$ cat src/hw/rtl/mi3_pkg.sv
package mi3_pkg;

  localparam int NUM_ELEM = 9;
  localparam int NUM_PROD = 18;
  localparam int ELEM_W   = 32;
  localparam int PROD_W   = 64;
  localparam int COF_W    = 64;
  localparam int DET_W    = 98;
  localparam int DMAG_W   = 97;
  localparam int QUO_W    = 33;
  localparam int QDEPTH   = 4;
  localparam int QAW      = 2;

  typedef logic signed [ELEM_W-1:0] elem_t;

  // product operand indexes; cofactor k is product 2k minus product 2k+1
  localparam logic [3:0] PROD_A [NUM_PROD] =
    '{4'd4, 4'd5, 4'd2, 4'd1, 4'd1, 4'd2, 4'd5, 4'd3, 4'd0,
      4'd2, 4'd2, 4'd0, 4'd3, 4'd4, 4'd1, 4'd0, 4'd0, 4'd1};
  localparam logic [3:0] PROD_B [NUM_PROD] =
    '{4'd8, 4'd7, 4'd7, 4'd8, 4'd5, 4'd4, 4'd6, 4'd8, 4'd8,
      4'd6, 4'd3, 4'd5, 4'd7, 4'd6, 4'd6, 4'd7, 4'd4, 4'd3};

  // cofactors used by the first-row determinant expansion
  localparam logic [3:0] DET_COF [3] = '{4'd0, 4'd3, 4'd6};

  localparam logic [QUO_W-1:0] LIM_POS = 33'h0_7FFF_FFFF;
  localparam logic [QUO_W-1:0] LIM_NEG = 33'h0_8000_0000;

  // classified matrix word passed from front to back
  typedef struct packed {
    logic [NUM_ELEM-1:0][COF_W-1:0] cmag;
    logic [NUM_ELEM-1:0]            neg;
    logic [DMAG_W-1:0]              dmag;
    logic                           singular;
  } item_t;

endpackage

$ cat src/hw/rtl/mi3_queue.sv
module mi3_queue (
  input  logic           clk,
  input  logic           rst,
  input  logic           push,
  input  mi3_pkg::item_t wr_item,
  output logic           full,
  input  logic           pop,
  output logic           rd_valid,
  output mi3_pkg::item_t rd_item
);
  import mi3_pkg::*;

  item_t            mem [QDEPTH];
  logic [QAW-1:0]   wr_ptr;
  logic [QAW-1:0]   rd_ptr;
  logic [QAW:0]     count;

  assign full     = (count == (QAW+1)'(QDEPTH));
  assign rd_valid = (count != '0);
  assign rd_item  = mem[rd_ptr];

  // pointers and fill count
  always_ff @(posedge clk) begin
    if (rst) begin
      wr_ptr <= '0;
      rd_ptr <= '0;
      count  <= '0;
    end else begin
      if (push) begin
        wr_ptr <= wr_ptr + 1'b1;
      end
      if (pop) begin
        rd_ptr <= rd_ptr + 1'b1;
      end
      count <= count + (QAW+1)'(push) - (QAW+1)'(pop);
    end
  end

  // storage
  always_ff @(posedge clk) begin
    if (push) begin
      mem[wr_ptr] <= wr_item;
    end
  end

endmodule

$ cat config.mk
export PLATFORM = sky130hd
export DESIGN_NAME = mi3_queue
export DESIGN_NICKNAME = d
export VERILOG_FILES = /design/src/hw/rtl/mi3_pkg.sv /design/src/hw/rtl/mi3_queue.sv
export SDC_FILE = /design/constraint.sdc
export NUM_CORES = 2
export LEC_CHECK = 0
export ABC_AREA = 0
export BUFFER_PORTS_ARGS = -buffer_cell sky130_fd_sc_hd__buf_2
export CORE_AREA = 2 2 527 529
export DETAILED_ROUTE_END_ITERATION = 8
export DIE_AREA = 0 0 529 531
export GPL_TIMING_DRIVEN = 0
export HOLD_SLACK_MARGIN = 0.12
export PLACE_DENSITY = 0.51
export SYNTH_ARGS = -nofsm -noshare
export SYNTH_HDL_FRONTEND = slang
export SYNTH_SLANG_ARGS = --single-unit
$ cat constraint.sdc
create_clock -name clk -period 45.3 [get_ports clk]
set_input_delay 4.53 -clock clk [delete_from_list [all_inputs] [get_ports clk]]
set_output_delay 4.53 -clock clk [all_outputs]
set_load 0.01 [all_outputs]
==> impl_metrics.py <==
metrics = {
    "die": {
        "io_pins": 1372,
        "die_y_um": 531,
        "rows": 193,
        "start_util_pct": 36.2,
        "die_x_um": 529,
        "die_area_um2": 281000,
        "core_um2": 275000,
    },
    "placement": {
        "place_congestion": 0.770,
        "place_area_um2": 113000,
        "place_ws_ns": 37.57,
        "dp_hpwl_mm": 197,
        "numPortBuffers": 1371,
    },
    "cts": {
        "cts_root_buf": "clkbuf_16",
        "cts_setup_buffers": 0,
        "cts_resized": 0,
        "cts.htree.levels": 5,
        "cts_made_buffers": 300,
        "cts_hold_buf": 0,
        "clk_latency_ns": 0.89,
        "clk_pin_slew_worst_paths_ns": 0.05,
        "cts.sinks": 2741,
        "cts.path.max_buffers": 4,
        "cts_tree": "done",
    },
    "logic_synthesis": {
        "synth.ff_latch_count": 2741,
        "syn_avg_cell_area_um2": 27.6,
        "synth.distinct_cells": 22,
        "yosysWarnings": 0,
        "syn_inst": 3609,
        "ys_top_cells_by_area": "edfxtp_1 (82%), mux4_2 (15%), buf_12 (1.5%)",
        "synth_area_leader_cell": "edfxtp_1",
        "syn_area_um2": 99700,
        "synth_seq_area_share_pct": 82.4,
        "yosys.area.top_type_share_pct": 82.3,
        "synth_fp_nets": 4303,
    },
    "finish": {
        "final_net_count": 6042,
        "area_growth_pct": 22.6,
        "fin_area_um2": 122000,
        "mostFrequentLayoutCells": "edfxtp_1 (2732), buf_2 (1440), mux4_2 (683), clkbuf_16 (302), buf_12 (83)",
        "drive_above_1_share_pct": 48.0,
        "final_common_cell": "edfxtp_1",
    },
    "grt": {
        "grt_first_pass_wirelength_mm": 380,
        "grt_max_degree": 54,
        "antenna_found_initial": 240,
        "grt_usage_pct": 19.2,
        "grt_pass1_vias": 48300,
        "overflow": 0,
    },
    "timing": {
        "clock_skew_ns": 0.0431,
        "max_freq_mhz": 124,
        "hold_viol_final": 0,
        "whs_ns": 0.540,
        "fin_setup_tns_ns": 0,
        "worstMarginPinSlew_ns": 1.03,
        "rsz0062_at_grt": "false",
        "slew-limit-headroom_pct": 31.2,
        "setup_viol": 0,
        "fin_crit_sh_pct": 17.9,
        "maxSlewViolCount": 0,
        "setup_ws_ns": 37.21,
        "fin_crit_ns": 8.09,
    },
    "power": {
        "p_leak_nw": 40.7,
        "powerDensity_nw_per_um2": 48.0,
        "p_total_mw": 5.87,
        "ir_drop_uv": 47.5,
    },
    "critical_path": {
        "startpoint_type": "flop",
        "cp_top_family": "buffers and inverters",
        "cp_max_fo": 10,
        "worst-path-buf-inv": 4,
        "critPathMostFrequentCell": "buf_2",
        "path_cells": "buf_2 -> clkbuf_1 -> buf_2 -> mux4_2 -> buf_2",
        "cp_slowest_cell": "clkbuf_1",
        "required_ns": 40.77,
        "critPathKind": "reg2out",
        "cp.depth": 5,
        "ff2ff_path_depth": 8,
        "slowest_delay_ns": 0.63,
        "crit_arrival_ns": 3.56,
        "cp-end-kind": "primary output",
    },
    "route": {
        "vias": 46900,
        "routed_via_density": 5.06,
        "antenna_left": 0,
        "drtIter0Drc": 3527,
        "wire_per_inst_um": 29.9,
        "drc_errors": 0,
        "wl_mm": 277,
        "dr.pass1.iters": 7,
    },
    "job": {
        "drv_cap": 0,
    },
    "run_status": {
        "status": "finished clean",
    },
    "min_path": {
        "hold_path.class": "reg2reg",
        "hold_depth": 2,
    },
}
worst min-delay path: stages, from the launching register on:
cell and delay, ns:
dfxtp_1 0.33, nand3b_1 0.09, a21oi_1 0.07
report_power, final:
group          switching [mW]  leakage (nW)  internal (mW)
logic                   0.364          11.0          0.262
clock network           0.992          4.49           1.31
registers              0.0217          25.2           2.92
logic make-up after synthesis:
group | after synthesis | synth area share (%)
and+or+nand+nor | 14 | 0.0765
adders and majority gates | 7 | 0.0953
buffers and inverters | 158 | 1.90
AOI/OAI and AO/OA | 2 | 0.0151
DFF | 2741 | 82.4
muxes | 684 | 15.4
xor gates and xnor gates | 3 | 0.0414
sequential cells by signal (all words and copies together), names as in the netlist, named ones only:
name,count
wr_ptr,2
rd_ptr,2
count,3
mem,2732
per-stage QoR:
step                instances  utilization (%)
global route             9200             44.3
finish                   9269             44.4
floorplan                3609                -
global placement         8587             40.4
CTS                      9183             44.3
detailed placement       8653             41.0
per-layer routing:
layer  up-vias  global-route usage (%)  part of all wire (%)
met5         -                       0                  0.36
met4       156                    6.54                   3.7
met3       691                    9.16                    11
met2      1807                    32.3                    50
met1     24700                    21.4                    35
li1      19500                       -                     -
area by class of cell:
class | instances | area (um^2)
Antenna cell | 86 | 215
Buffer | 152 | 1870
Clock buffer | 358 | 7770
Clock inverter | 172 | 1410
Fill cell | 23400 | 153000
Inverter | 6 | 22.5
Multi-Input combinational cell | 710 | 15600
Sequential cell | 2741 | 82200
Tap cell | 3607 | 4510
Timing Repair Buffer | 1437 | 8610
synth_stat cells:
library cell	count
buf_6	1
inv_1	6
and2_1	4
dfxtp_1	9
xnor2_1	2
buf_2	69
mux2i_1	1
a21bo_2	1
or3_1	1
buf_4	1
a21oi_1	1
xor3_1	1
nor2b_1	2
nor2_1	5
and3_1	1
ha_1	6
nand3b_1	1
buf_12	74
fa_1	1
clkbuf_1	7
edfxtp_1	2732
mux4_2	683
worst paths after layout:
check	start	end	slack, ns
max	flop	rd_item[595]	37.21
min	rd_ptr[0]	flop	0.54
max reg2reg	wr_ptr[0]	mem[1][565]	41.86
min reg2reg	rd_ptr[0]	flop	0.54
No activity file was read; power rests on OpenSTA's default activity.
